**src/hdl/spc_pkg.sv**
```systemverilog
// Shared constants, register map and configuration type for the SPC statistics monitor.
package spc_pkg;

  // Default parameter values
  localparam int SAMPLE_BITS_DEF = 16;
  localparam int COUNT_BITS_DEF  = 32;
  localparam int RUN_BITS_DEF    = 16;

  // Fixed field widths
  localparam int SUM_BITS   = 48;
  localparam int SQ_BITS    = 64;
  localparam int LIMIT_BITS = 16;
  localparam int EN_BITS    = 6;
  localparam int DIR_BITS   = 2;
  localparam int ALARM_BITS = 3;

  // APB register map, one word per register
  localparam int CFG_ADDR_BITS = 5;
  localparam int CFG_DATA_BITS = 32;
  localparam int REG_IDX_BITS  = 3;

  localparam logic [REG_IDX_BITS-1:0] REG_ENABLE   = 3'd0;
  localparam logic [REG_IDX_BITS-1:0] REG_UPPER    = 3'd1;
  localparam logic [REG_IDX_BITS-1:0] REG_LOWER    = 3'd2;
  localparam logic [REG_IDX_BITS-1:0] REG_TREND    = 3'd3;
  localparam logic [REG_IDX_BITS-1:0] REG_TRIGGER  = 3'd4;
  localparam logic [REG_IDX_BITS-1:0] REG_CROWDING = 3'd5;

  // Control limit reset codes, taken to the sample width
  localparam logic [31:0] UPPER_RST = 32'h0000_7FFF;
  localparam logic [31:0] LOWER_RST = 32'h0000_8000;
  localparam logic [LIMIT_BITS-1:0] RUN_LIMIT_RST = '1;

  // Enable bit positions
  localparam int EN_TRACK    = 0;
  localparam int EN_UPPER    = 1;
  localparam int EN_LOWER    = 2;
  localparam int EN_TREND    = 3;
  localparam int EN_TRIGGER  = 4;
  localparam int EN_CROWDING = 5;

  // Alarm bit positions
  localparam int ALM_TREND    = 0;
  localparam int ALM_TRIGGER  = 1;
  localparam int ALM_CROWDING = 2;

  // Trend direction codes
  localparam logic [DIR_BITS-1:0] DIR_FLAT    = 2'd0;
  localparam logic [DIR_BITS-1:0] DIR_RISING  = 2'd1;
  localparam logic [DIR_BITS-1:0] DIR_FALLING = 2'd2;

  typedef struct packed {
    logic [EN_BITS-1:0]    enable;
    logic [LIMIT_BITS-1:0] trend_limit;
    logic [LIMIT_BITS-1:0] trigger_limit;
    logic [LIMIT_BITS-1:0] crowding_limit;
  } cfg_t;

endpackage

```
**src/hdl/spc_cfg.sv**
```systemverilog
// APB configuration registers for the SPC statistics monitor.
module spc_cfg
  import spc_pkg::*;
#(
  parameter int SAMPLE_BITS = SAMPLE_BITS_DEF
) (
  input  logic                          clk,
  input  logic                          rst_n,
  input  logic                          cfg_psel,
  input  logic                          cfg_penable,
  input  logic                          cfg_pwrite,
  input  logic [CFG_ADDR_BITS-1:0]      cfg_paddr,
  input  logic [CFG_DATA_BITS-1:0]      cfg_pwdata,
  output logic [CFG_DATA_BITS-1:0]      cfg_prdata,
  output logic                          cfg_pready,
  output cfg_t                          cfg,
  output logic signed [SAMPLE_BITS-1:0] upper_limit,
  output logic signed [SAMPLE_BITS-1:0] lower_limit
);

  cfg_t                          cfg_r;
  logic signed [SAMPLE_BITS-1:0] upper_r;
  logic signed [SAMPLE_BITS-1:0] lower_r;
  logic [REG_IDX_BITS-1:0]       idx;
  logic                          wr_en;

  assign idx        = cfg_paddr[CFG_ADDR_BITS-1:2];
  assign wr_en      = cfg_psel && cfg_penable && cfg_pwrite;
  assign cfg_pready = 1'b1;

  always_ff @(posedge clk) begin
    if (!rst_n) begin
      cfg_r.enable         <= '0;
      cfg_r.trend_limit    <= RUN_LIMIT_RST;
      cfg_r.trigger_limit  <= RUN_LIMIT_RST;
      cfg_r.crowding_limit <= RUN_LIMIT_RST;
      upper_r              <= UPPER_RST[SAMPLE_BITS-1:0];
      lower_r              <= LOWER_RST[SAMPLE_BITS-1:0];
    end else if (wr_en) begin
      unique case (idx)
        REG_ENABLE:   cfg_r.enable         <= cfg_pwdata[EN_BITS-1:0];
        REG_UPPER:    upper_r              <= cfg_pwdata[SAMPLE_BITS-1:0];
        REG_LOWER:    lower_r              <= cfg_pwdata[SAMPLE_BITS-1:0];
        REG_TREND:    cfg_r.trend_limit    <= cfg_pwdata[LIMIT_BITS-1:0];
        REG_TRIGGER:  cfg_r.trigger_limit  <= cfg_pwdata[LIMIT_BITS-1:0];
        REG_CROWDING: cfg_r.crowding_limit <= cfg_pwdata[LIMIT_BITS-1:0];
        default: ;
      endcase
    end
  end

  always_comb begin
    unique case (idx)
      REG_ENABLE:   cfg_prdata = CFG_DATA_BITS'(cfg_r.enable);
      REG_UPPER:    cfg_prdata = CFG_DATA_BITS'(upper_r);
      REG_LOWER:    cfg_prdata = CFG_DATA_BITS'(lower_r);
      REG_TREND:    cfg_prdata = CFG_DATA_BITS'(cfg_r.trend_limit);
      REG_TRIGGER:  cfg_prdata = CFG_DATA_BITS'(cfg_r.trigger_limit);
      REG_CROWDING: cfg_prdata = CFG_DATA_BITS'(cfg_r.crowding_limit);
      default:      cfg_prdata = '0;
    endcase
  end

  assign cfg         = cfg_r;
  assign upper_limit = upper_r;
  assign lower_limit = lower_r;

endmodule

```
**src/hdl/spc_front.sv**
```systemverilog
// Input register and squaring stage of the SPC statistics monitor.
module spc_front
  import spc_pkg::*;
#(
  parameter int SAMPLE_BITS = SAMPLE_BITS_DEF
) (
  input  logic                          clk,
  input  logic                          rst_n,
  input  logic                          advance,
  input  logic                          in_beat,
  input  logic signed [SAMPLE_BITS-1:0] in_sample,
  output logic                          b_valid,
  output logic signed [SAMPLE_BITS-1:0] b_sample,
  output logic [SQ_BITS-1:0]            b_square
);

  logic                            a_valid_r;
  logic signed [SAMPLE_BITS-1:0]   a_sample_r;
  logic                            b_valid_r;
  logic signed [SAMPLE_BITS-1:0]   b_sample_r;
  logic [SQ_BITS-1:0]              b_square_r;
  logic signed [2*SAMPLE_BITS-1:0] prod;

  // square is never negative, so widening is safe either way
  assign prod = a_sample_r * a_sample_r;

  always_ff @(posedge clk) begin
    if (!rst_n) begin
      a_valid_r <= 1'b0;
      b_valid_r <= 1'b0;
    end else if (advance) begin
      a_valid_r <= in_beat;
      b_valid_r <= a_valid_r;
    end
  end

  always_ff @(posedge clk) begin
    if (advance) begin
      a_sample_r <= in_sample;
      b_sample_r <= a_sample_r;
      b_square_r <= SQ_BITS'(prod);
    end
  end

  assign b_valid  = b_valid_r;
  assign b_sample = b_sample_r;
  assign b_square = b_square_r;

endmodule

```
**src/hdl/spc_core.sv**
```systemverilog
// Running statistics and SPC run-rule state, doubling as the result register.
module spc_core
  import spc_pkg::*;
#(
  parameter int SAMPLE_BITS = SAMPLE_BITS_DEF,
  parameter int COUNT_BITS  = COUNT_BITS_DEF,
  parameter int RUN_BITS    = RUN_BITS_DEF
) (
  input  logic                          clk,
  input  logic                          rst_n,
  input  logic                          update,
  input  logic signed [SAMPLE_BITS-1:0] sample,
  input  logic [SQ_BITS-1:0]            square,
  input  cfg_t                          cfg,
  input  logic signed [SAMPLE_BITS-1:0] upper_limit,
  input  logic signed [SAMPLE_BITS-1:0] lower_limit,
  output logic signed [SUM_BITS-1:0]    total,
  output logic [SQ_BITS-1:0]            total_squares,
  output logic signed [SAMPLE_BITS-1:0] smallest,
  output logic signed [SAMPLE_BITS-1:0] largest,
  output logic [COUNT_BITS-1:0]         sample_count,
  output logic [RUN_BITS-1:0]           trend_run,
  output logic [DIR_BITS-1:0]           trend_dir,
  output logic [RUN_BITS-1:0]           trigger_run,
  output logic [RUN_BITS-1:0]           crowding_run,
  output logic [ALARM_BITS-1:0]         alarms
);

  localparam logic [COUNT_BITS-1:0] CNT_MAX = '1;
  localparam logic [RUN_BITS-1:0]   RUN_MAX = '1;
  localparam int CMP_W = (RUN_BITS > LIMIT_BITS) ? RUN_BITS : LIMIT_BITS;

  logic signed [SUM_BITS-1:0]    sum_r, sum_nxt;
  logic [SQ_BITS-1:0]            sq_r, sq_nxt;
  logic signed [SAMPLE_BITS-1:0] min_r, min_nxt;
  logic signed [SAMPLE_BITS-1:0] max_r, max_nxt;
  logic [COUNT_BITS-1:0]         count_r, count_nxt;
  logic signed [SAMPLE_BITS-1:0] prev_r;
  logic                          rise_r, rise_nxt;
  logic                          fall_r, fall_nxt;
  logic [RUN_BITS-1:0]           trend_r, trend_nxt;
  logic [RUN_BITS-1:0]           trig_r, trig_nxt;
  logic [RUN_BITS-1:0]           crowd_r, crowd_nxt;
  logic [ALARM_BITS-1:0]         alarms_r, alarms_nxt;
  logic                          sat;
  logic                          outside;
  logic                          up_en, lo_en;

  function automatic logic [RUN_BITS-1:0] run_inc(input logic [RUN_BITS-1:0] c);
    return (c == RUN_MAX) ? c : c + RUN_BITS'(1);
  endfunction

  assign sat     = (count_r == CNT_MAX);
  assign up_en   = cfg.enable[EN_UPPER];
  assign lo_en   = cfg.enable[EN_LOWER];
  assign outside = (up_en && sample >= upper_limit) || (lo_en && sample <= lower_limit);

  always_comb begin
    sum_nxt   = sat ? sum_r : sum_r + SUM_BITS'(sample);
    sq_nxt    = sat ? sq_r : sq_r + square;
    count_nxt = sat ? count_r : count_r + COUNT_BITS'(1);

    min_nxt = min_r;
    max_nxt = max_r;
    if (count_r == '0) begin
      min_nxt = sample;
      max_nxt = sample;
    end else if (sample > max_r) begin
      max_nxt = sample;
    end else if (sample < min_r) begin
      min_nxt = sample;
    end

    rise_nxt   = rise_r;
    fall_nxt   = fall_r;
    trend_nxt  = trend_r;
    trig_nxt   = trig_r;
    crowd_nxt  = crowd_r;
    alarms_nxt = '0;
    if (cfg.enable[EN_TRACK]) begin
      if (sample > prev_r) begin
        trend_nxt = rise_r ? run_inc(trend_r) : '0;
        rise_nxt  = 1'b1;
        fall_nxt  = 1'b0;
      end else if (sample < prev_r) begin
        trend_nxt = fall_r ? run_inc(trend_r) : '0;
        rise_nxt  = 1'b0;
        fall_nxt  = 1'b1;
      end else begin
        trend_nxt = '0;
        rise_nxt  = 1'b0;
        fall_nxt  = 1'b0;
      end

      if (outside) begin
        trig_nxt  = run_inc(trig_r);
        crowd_nxt = '0;
      end else if (up_en && lo_en) begin
        crowd_nxt = run_inc(crowd_r);
        trig_nxt  = '0;
      end else begin
        trig_nxt  = '0;
        crowd_nxt = '0;
      end

      alarms_nxt[ALM_TREND] = cfg.enable[EN_TREND] &&
                              (CMP_W'(trend_nxt) > CMP_W'(cfg.trend_limit));
      alarms_nxt[ALM_TRIGGER] = cfg.enable[EN_TRIGGER] &&
                                (CMP_W'(trig_nxt) > CMP_W'(cfg.trigger_limit));
      alarms_nxt[ALM_CROWDING] = cfg.enable[EN_CROWDING] &&
                                 (CMP_W'(crowd_nxt) > CMP_W'(cfg.crowding_limit));
    end
  end

  always_ff @(posedge clk) begin
    if (!rst_n) begin
      sum_r    <= '0;
      sq_r     <= '0;
      min_r    <= '0;
      max_r    <= '0;
      count_r  <= '0;
      prev_r   <= '0;
      rise_r   <= 1'b0;
      fall_r   <= 1'b0;
      trend_r  <= '0;
      trig_r   <= '0;
      crowd_r  <= '0;
      alarms_r <= '0;
    end else if (update) begin
      sum_r    <= sum_nxt;
      sq_r     <= sq_nxt;
      min_r    <= min_nxt;
      max_r    <= max_nxt;
      count_r  <= count_nxt;
      prev_r   <= sample;
      rise_r   <= rise_nxt;
      fall_r   <= fall_nxt;
      trend_r  <= trend_nxt;
      trig_r   <= trig_nxt;
      crowd_r  <= crowd_nxt;
      alarms_r <= alarms_nxt;
    end
  end

  assign total         = sum_r;
  assign total_squares = sq_r;
  assign smallest      = min_r;
  assign largest       = max_r;
  assign sample_count  = count_r;
  assign trend_run     = trend_r;
  assign trend_dir     = rise_r ? DIR_RISING : (fall_r ? DIR_FALLING : DIR_FLAT);
  assign trigger_run   = trig_r;
  assign crowding_run  = crowd_r;
  assign alarms        = alarms_r;

  a_dir_exclusive: assert property (@(posedge clk) disable iff (!rst_n)
    !(rise_r && fall_r))
    else $error("trend direction both rising and falling");

  a_runs_exclusive: assert property (@(posedge clk) disable iff (!rst_n)
    !(trig_r != '0 && crowd_r != '0))
    else $error("trigger and crowding runs both active");

  a_count_sticks: assert property (@(posedge clk) disable iff (!rst_n)
    sat |=> (count_r == CNT_MAX))
    else $error("saturated sample count moved");

  a_acc_hold: assert property (@(posedge clk) disable iff (!rst_n)
    sat |=> ($stable(sum_r) && $stable(sq_r)))
    else $error("accumulators changed after count saturation");

endmodule

```
**src/hdl/spc_running_stats_monitor.sv**
```systemverilog
// Top level of the SPC running statistics monitor.
//
// One signed sample enters per in_ beat; each sample produces exactly one
// out_ beat carrying the running sum, sum of squares, extremes, sample count,
// the three SPC run counters, trend direction and the alarm bits.
// Settings are written over the APB-style cfg_ port; the user must do so only
// while the stream is idle, which the block itself does not enforce.
// Each accepted in_ beat passes the input register, squaring register and
// statistics/result register in turn before out_tvalid rises.
// Throughput: one sample per cycle; the accumulators close their loop in the
// last stage, one add and compare per cycle, with the multiply a stage ahead.
// When a result is waiting and out_tready is low, the whole pipe holds and
// in_tready drops; with no result waiting the pipe moves on whatever
// out_tready does.
// Reset (rst_n low, synchronous) clears all statistics, empties the pipe and
// returns the settings to their defaults: tracking off, limits wide open.
module spc_running_stats_monitor
  import spc_pkg::*;
#(
  parameter int SAMPLE_BITS = SAMPLE_BITS_DEF,
  parameter int COUNT_BITS  = COUNT_BITS_DEF,
  parameter int RUN_BITS    = RUN_BITS_DEF,
  localparam int IN_W  = ((SAMPLE_BITS + 7) / 8) * 8,
  localparam int RAW_W = SUM_BITS + SQ_BITS + 2 * SAMPLE_BITS + COUNT_BITS
                         + 3 * RUN_BITS + DIR_BITS + ALARM_BITS,
  localparam int OUT_W = ((RAW_W + 7) / 8) * 8
) (
  input  logic                     clk,
  input  logic                     rst_n,
  // in_tdata: sample
  input  logic                     in_tvalid,
  output logic                     in_tready,
  input  logic [IN_W-1:0]          in_tdata,
  // out_tdata: total, total_squares, smallest, largest, sample_count,
  //            trend_run, trend_dir, trigger_run, crowding_run, alarms
  output logic                     out_tvalid,
  input  logic                     out_tready,
  output logic [OUT_W-1:0]         out_tdata,
  input  logic                     cfg_psel,
  input  logic                     cfg_penable,
  input  logic                     cfg_pwrite,
  input  logic [CFG_ADDR_BITS-1:0] cfg_paddr,
  input  logic [CFG_DATA_BITS-1:0] cfg_pwdata,
  output logic [CFG_DATA_BITS-1:0] cfg_prdata,
  output logic                     cfg_pready
);

  cfg_t                          cfg;
  logic signed [SAMPLE_BITS-1:0] upper_limit;
  logic signed [SAMPLE_BITS-1:0] lower_limit;
  logic                          advance;
  logic                          b_valid;
  logic signed [SAMPLE_BITS-1:0] b_sample;
  logic [SQ_BITS-1:0]            b_square;
  logic                          out_valid_r;

  logic signed [SUM_BITS-1:0]    total;
  logic [SQ_BITS-1:0]            total_squares;
  logic signed [SAMPLE_BITS-1:0] smallest;
  logic signed [SAMPLE_BITS-1:0] largest;
  logic [COUNT_BITS-1:0]         sample_count;
  logic [RUN_BITS-1:0]           trend_run;
  logic [DIR_BITS-1:0]           trend_dir;
  logic [RUN_BITS-1:0]           trigger_run;
  logic [RUN_BITS-1:0]           crowding_run;
  logic [ALARM_BITS-1:0]         alarms;

  assign advance   = !out_valid_r || out_tready;
  assign in_tready = advance;

  spc_cfg #(
    .SAMPLE_BITS(SAMPLE_BITS)
  ) u_cfg (
    .clk        (clk),
    .rst_n      (rst_n),
    .cfg_psel   (cfg_psel),
    .cfg_penable(cfg_penable),
    .cfg_pwrite (cfg_pwrite),
    .cfg_paddr  (cfg_paddr),
    .cfg_pwdata (cfg_pwdata),
    .cfg_prdata (cfg_prdata),
    .cfg_pready (cfg_pready),
    .cfg        (cfg),
    .upper_limit(upper_limit),
    .lower_limit(lower_limit)
  );

  spc_front #(
    .SAMPLE_BITS(SAMPLE_BITS)
  ) u_front (
    .clk      (clk),
    .rst_n    (rst_n),
    .advance  (advance),
    .in_beat  (in_tvalid && in_tready),
    .in_sample(in_tdata[SAMPLE_BITS-1:0]),
    .b_valid  (b_valid),
    .b_sample (b_sample),
    .b_square (b_square)
  );

  spc_core #(
    .SAMPLE_BITS(SAMPLE_BITS),
    .COUNT_BITS (COUNT_BITS),
    .RUN_BITS   (RUN_BITS)
  ) u_core (
    .clk          (clk),
    .rst_n        (rst_n),
    .update       (advance && b_valid),
    .sample       (b_sample),
    .square       (b_square),
    .cfg          (cfg),
    .upper_limit  (upper_limit),
    .lower_limit  (lower_limit),
    .total        (total),
    .total_squares(total_squares),
    .smallest     (smallest),
    .largest      (largest),
    .sample_count (sample_count),
    .trend_run    (trend_run),
    .trend_dir    (trend_dir),
    .trigger_run  (trigger_run),
    .crowding_run (crowding_run),
    .alarms       (alarms)
  );

  always_ff @(posedge clk) begin
    if (!rst_n) begin
      out_valid_r <= 1'b0;
    end else if (advance) begin
      out_valid_r <= b_valid;
    end
  end

  assign out_tvalid = out_valid_r;

  always_comb begin
    out_tdata            = '0;
    out_tdata[RAW_W-1:0] = {alarms, crowding_run, trigger_run, trend_dir, trend_run,
                            sample_count, largest, smallest, total_squares, total};
  end

endmodule
```
**config.mk**
```make
export PLATFORM = sky130hd
export DESIGN_NAME = spc_running_stats_monitor
export DESIGN_NICKNAME = d
export VERILOG_FILES = /design/src/hdl/spc_pkg.sv /design/src/hdl/spc_cfg.sv /design/src/hdl/spc_front.sv /design/src/hdl/spc_core.sv /design/src/hdl/spc_running_stats_monitor.sv
export SDC_FILE = /design/constraint.sdc
export NUM_CORES = 2
export LEC_CHECK = 0
export BUFFER_PORTS_ARGS = -buffer_cell sky130_fd_sc_hd__buf_2
export CAP_MARGIN = 20
export CORE_MARGIN = 5
export CORE_UTILIZATION = 55
export CTS_CLUSTER_SIZE = 12
export DETAILED_ROUTE_END_ITERATION = 10
export PLACE_DENSITY = 0.75
export SETUP_SLACK_MARGIN = 0.15
export SLEW_MARGIN = 20
export SYNTH_ARGS = -nofsm -noshare
export SYNTH_HDL_FRONTEND = slang
export SYNTH_HIERARCHICAL = 1
export SYNTH_SLANG_ARGS = --single-unit
```
**constraint.sdc**
```tcl
create_clock -name clk -period 8.8 [get_ports clk]
set_input_delay 0.44 -clock clk [delete_from_list [all_inputs] [get_ports clk]]
set_output_delay 0.44 -clock clk [all_outputs]
set_load 0.05 [all_outputs]
```
==> metrics.txt <==
last weighted congestion value of the routability-driven placer around 0.94; Clock H-tree levels 2; count of placed standard cells including taps about 5100; Seq/Total Area, Yosys 0.244; number of port buffers 304; antenna violations before repair 1; min setup slack post-route ~1.3 ns; global route overflow 0; drt drc 0; number of enable-type register cells in the synthesized netlist 62; P per Cell Area between 300 and 400 mW/mm^2; critical path data required time about 9 ns; final routed wirelength across all metal layers just under 100000 um; placed wire-length estimate after detailed placement about 73000 um; average detailed-routed wire length per instance 18.6 um; number of top-level design ports ~330; startpoint type of the worst setup path register; asr flop ratio synth 0; Reg2Reg Depth 20; critical path start-end classification reg -> reg; DR pass1 iterations 6; first-pass GRT wire length approximately 160000 um; count of final max-slew check failures 0; maximum vdd drop roughly 1700 uV; WP data arrival around 7.9 ns; via count of the routed design around 30000; largest cells by area after synthesis sky130_fd_sc_hd__dfxtp_1 (19%), sky130_fd_sc_hd__fa_1 (13%), sky130_fd_sc_hd__ha_1 (12%), sky130_fd_sc_hd__edfxtp_1 (5.3%), sky130_fd_sc_hd__inv_1 (5.2%); final-report setup violation count 0; Clock Path Buffers 3; launch instance of the worst register-to-register path u_front/a_sample_r[15]; element type at the critical path end register; Total Power Consumption 0.0139 W; unrepaired setup endpoints after global routing false; antenna-violating nets left 0; diode count 0; count of yosys warnings during synthesis 6; share of post-route cells with drive strength above 1 0.107; Critical Path Fanout Max 19; critical path capture point u_front/b_square[30]; launching element of the worst setup path u_front/a_sample_r[15]; distinct cell type count of the synthesized netlist slightly above 100; status finished clean; vias in the first global route slightly below 30000; min cycle time layout around 7.5 ns; largest net degree at the start of global routing a little over 90; most used flip-flop cell after synthesis sky130_fd_sc_hd__dfxtp_1; Post CTS Setup Buffer Count 0; number of nets in the final layout approximately 5000; Setup Skew a little under 0.05 ns; worst-margin pin slew roughly 1.0 ns; library cell occupying the most area in the post-synthesis netlist sky130_fd_sc_hd__dfxtp_1; gate count of the mapped netlist around 4200; slack of the worst reg-to-reg path around 1.3 ns; area enclosed by the die boundary ~0.069 sq mm; die outline width approximately 260 um; area share of the largest cell type after synthesis 0.191; chip height approximately 260 um; Finished Layout Cells around 5300; Slew HR 0.300; clock input transition at the sequential cells of the worst setup and hold paths around 0.050 ns; path category of the worst min-delay check in -> reg; clock network latency to the later pin of the worst-skew pair slightly above 0.6 ns; maxcap violations 0; TritonCTS sink count 396; post-route fraction of the period consumed by the critical path 0.847; first-iteration detailed-routing DRC count around 2400; TritonCTS Buffers 49; final instance area between 0.03 and 0.04 sq mm; Netlist Area Pre-Place 0.0351 sq mm; Core Box Area between 0.06 and 0.07 sq mm; via/cell ratio ~5.8; Clock Tree Root sky130_fd_sc_hd__clkbuf_16; number of storage elements in the synthesis netlist about 400; reg-to-reg endpoint u_front/b_square[30]; number of placement rows ~90; initial core utilization 0.556; static power due to leakage roughly 18 nW; area grow syn2layout 9.74%; post-place setup slack roughly 1.4 ns; fill cell count ~5600; placed cell area 0.0367 sq mm; setup TNS after final layout 0 ns; global router's overall resource usage 0.272; Fin. Hold Viols 0; clock tree from TritonCTS built; Max Clock Freq 134 MHz; per-instance average area after synthesis ~8.3 sq um
kinds of logic (layout without fill, tap and decap cells):
logic type / Yosys count / count (layout) / synth area share
other cells: 3 / 5 / 0.000321
flops: 396 / 396 / 0.244
simple gates: 1347 / 1347 / 0.184
fa+ha+maj: 564 / 564 / 0.251
mux: 98 / 98 / 0.0288
xor+xnor: 203 / 203 / 0.0507
buf+inv: 724 / 926 / 0.0860
compound gates: 868 / 868 / 0.156
worst max-delay path, stage by stage (launching register included):
cell and delay [ns]:
sky130_fd_sc_hd__edfxtp_1 0.78, sky130_fd_sc_hd__inv_1 0.48, sky130_fd_sc_hd__nor2_1 0.34, sky130_fd_sc_hd__fa_1 0.61
sky130_fd_sc_hd__fa_1 0.92, sky130_fd_sc_hd__inv_1 0.12, sky130_fd_sc_hd__fa_1 0.44, sky130_fd_sc_hd__fa_1 0.54
sky130_fd_sc_hd__inv_1 0.05, sky130_fd_sc_hd__fa_1 0.53, sky130_fd_sc_hd__inv_1 0.05, sky130_fd_sc_hd__fa_1 0.47
sky130_fd_sc_hd__inv_1 0.04, sky130_fd_sc_hd__ha_1 0.34, sky130_fd_sc_hd__a21oi_1 0.15, sky130_fd_sc_hd__nor2b_1 0.06
sky130_fd_sc_hd__or4_1 0.45, sky130_fd_sc_hd__o21ai_0 0.15, sky130_fd_sc_hd__nor3_1 0.13, sky130_fd_sc_hd__or4_1 0.52
sky130_fd_sc_hd__nand3_1 0.08
registers in the layout, summed over array words and instances, names as in the netlist, 3 cells and up:
name	cells
u_core/trend_run	16
u_core/crowding_run	16
u_core/largest	16
u_core/alarms	3
u_core/trigger_run	16
u_cfg/lower_limit	16
u_front/b_square	30
u_cfg/upper_limit	16
u_core/total_squares	64
u_core/total	48
u_core/prev_r	16
u_front/b_sample	16
u_core/smallest	16
u_core/sample_count	32
u_cfg/cfg	54
u_front/a_sample_r	16
where the power goes:
part / internal [W] / switching (W) / leakage (nW)
Sequential: 0.00239 / 0.000125 / 3.36
Clock: 0.00115 / 0.000874 / 0.796
Combinational: 0.00390 / 0.00550 / 14.2
Total: 0.00743 / 0.00650 / 18.4
cells in the mapped netlist, types with 9 or more instances:
cell type,number
sky130_fd_sc_hd__o21ai_1,67
sky130_fd_sc_hd__inv_1,484
sky130_fd_sc_hd__a21oi_1,283
sky130_fd_sc_hd__buf_2,39
sky130_fd_sc_hd__a21o_1,106
sky130_fd_sc_hd__nand4_1,68
sky130_fd_sc_hd__dfxtp_1,334
sky130_fd_sc_hd__a21boi_0,21
sky130_fd_sc_hd__and4_1,12
sky130_fd_sc_hd__nand2_1,431
sky130_fd_sc_hd__o21bai_1,17
sky130_fd_sc_hd__o211ai_1,16
sky130_fd_sc_hd__mux2i_1,84
sky130_fd_sc_hd__a211oi_1,28
sky130_fd_sc_hd__ha_1,329
sky130_fd_sc_hd__o21ai_0,142
sky130_fd_sc_hd__nor4_1,13
sky130_fd_sc_hd__o21a_1,39
sky130_fd_sc_hd__nor2b_1,45
sky130_fd_sc_hd__xor2_1,85
sky130_fd_sc_hd__nand3_1,200
sky130_fd_sc_hd__nor2_1,305
sky130_fd_sc_hd__xnor2_1,118
sky130_fd_sc_hd__clkbuf_1,125
sky130_fd_sc_hd__and2_1,79
sky130_fd_sc_hd__or3_1,21
sky130_fd_sc_hd__mux2_2,11
sky130_fd_sc_hd__and3_1,31
sky130_fd_sc_hd__a221oi_1,11
sky130_fd_sc_hd__a22oi_1,9
sky130_fd_sc_hd__nor3_1,49
sky130_fd_sc_hd__buf_4,59
sky130_fd_sc_hd__o31ai_1,14
sky130_fd_sc_hd__nand3b_1,20
sky130_fd_sc_hd__buf_1,9
sky130_fd_sc_hd__edfxtp_1,62
sky130_fd_sc_hd__a31oi_1,28
sky130_fd_sc_hd__nand2b_1,35
sky130_fd_sc_hd__fa_1,235
what timing repair did:
item | CTS | global route
hold buffers | 15 | 0
endpoints found under the hold margin | 15 | 0
gates resized for setup | 0 | 0
metrics by stage:
step                      hold WS (ns)  utilization
final                           0.0257        0.610
after global routing            0.0137        0.610
after CTS                      0.00401        0.610
after detailed placement         0.464        0.582
after global placement           0.456        0.582
after floorplan                  0.424            -
metal layers:
metal	track usage	routed length, um	part of all wire	vias up
met5	0	13	0.00013	-
met4	0.0965	3750	0.038	2
met3	0.0425	6230	0.064	206
met2	0.447	45300	0.46	964
met1	0.367	42300	0.43	14500
li1	-	-	-	14600
placed cells by master, fill, tap and decap left out, drive strengths merged, types with 29 or more instances in the layout:
| cell | n |
|---|---|
| nand3 | 200 |
| fa | 235 |
| nor3 | 50 |
| buf | 334 |
| nand2b | 36 |
| and2 | 80 |
| ha | 329 |
| inv | 489 |
| nor2b | 46 |
| edfxtp | 62 |
| nand4 | 68 |
| a21oi | 286 |
| nand2 | 432 |
| clkbuf | 67 |
| a211oi | 29 |
| xnor2 | 118 |
| nor2 | 306 |
| a21o | 106 |
| mux2i | 84 |
| o21ai | 211 |
| and3 | 31 |
| xor2 | 85 |
| dfxtp | 334 |
| o21a | 39 |
area by class of cell:
type / count / area (sq um) / area share
Multi-Input combinational cell: 3085 / 23500 / 0.611
Sequential cell: 396 / 8550 / 0.222
Timing Repair Buffer: 349 / 1900 / 0.0494
Inverter: 485 / 1830 / 0.0474
Clock buffer: 67 / 1380 / 0.0359
Tap cell: 846 / 1060 / 0.0275
Clock inverter: 25 / 239 / 0.00621
how the worst min path moves through the flow:
| stage | start | end | slack (ns) | cells after the start |
|---|---|---|---|---|
| 4_1_cts | in_tdata[2] | u_front/a_sample_r[2] | 0.004 | 1 |
| 6_report | in_tdata[2] | u_front/a_sample_r[2] | 0.03 | 1 |
| 2_1_floorplan | u_front/a_sample_r[15] | u_front/b_sample[15] | 0.42 | 0 |
| 5_1_grt | in_tdata[2] | u_front/a_sample_r[2] | 0.01 | 1 |
| 3_5_place_dp | u_core/total_squares[54] | u_core/total_squares[54] | 0.46 | 2 |
| 3_3_place_gp | u_core/total[4] | u_core/total[4] | 0.46 | 2 |
(Power assumes the default switching activity.)
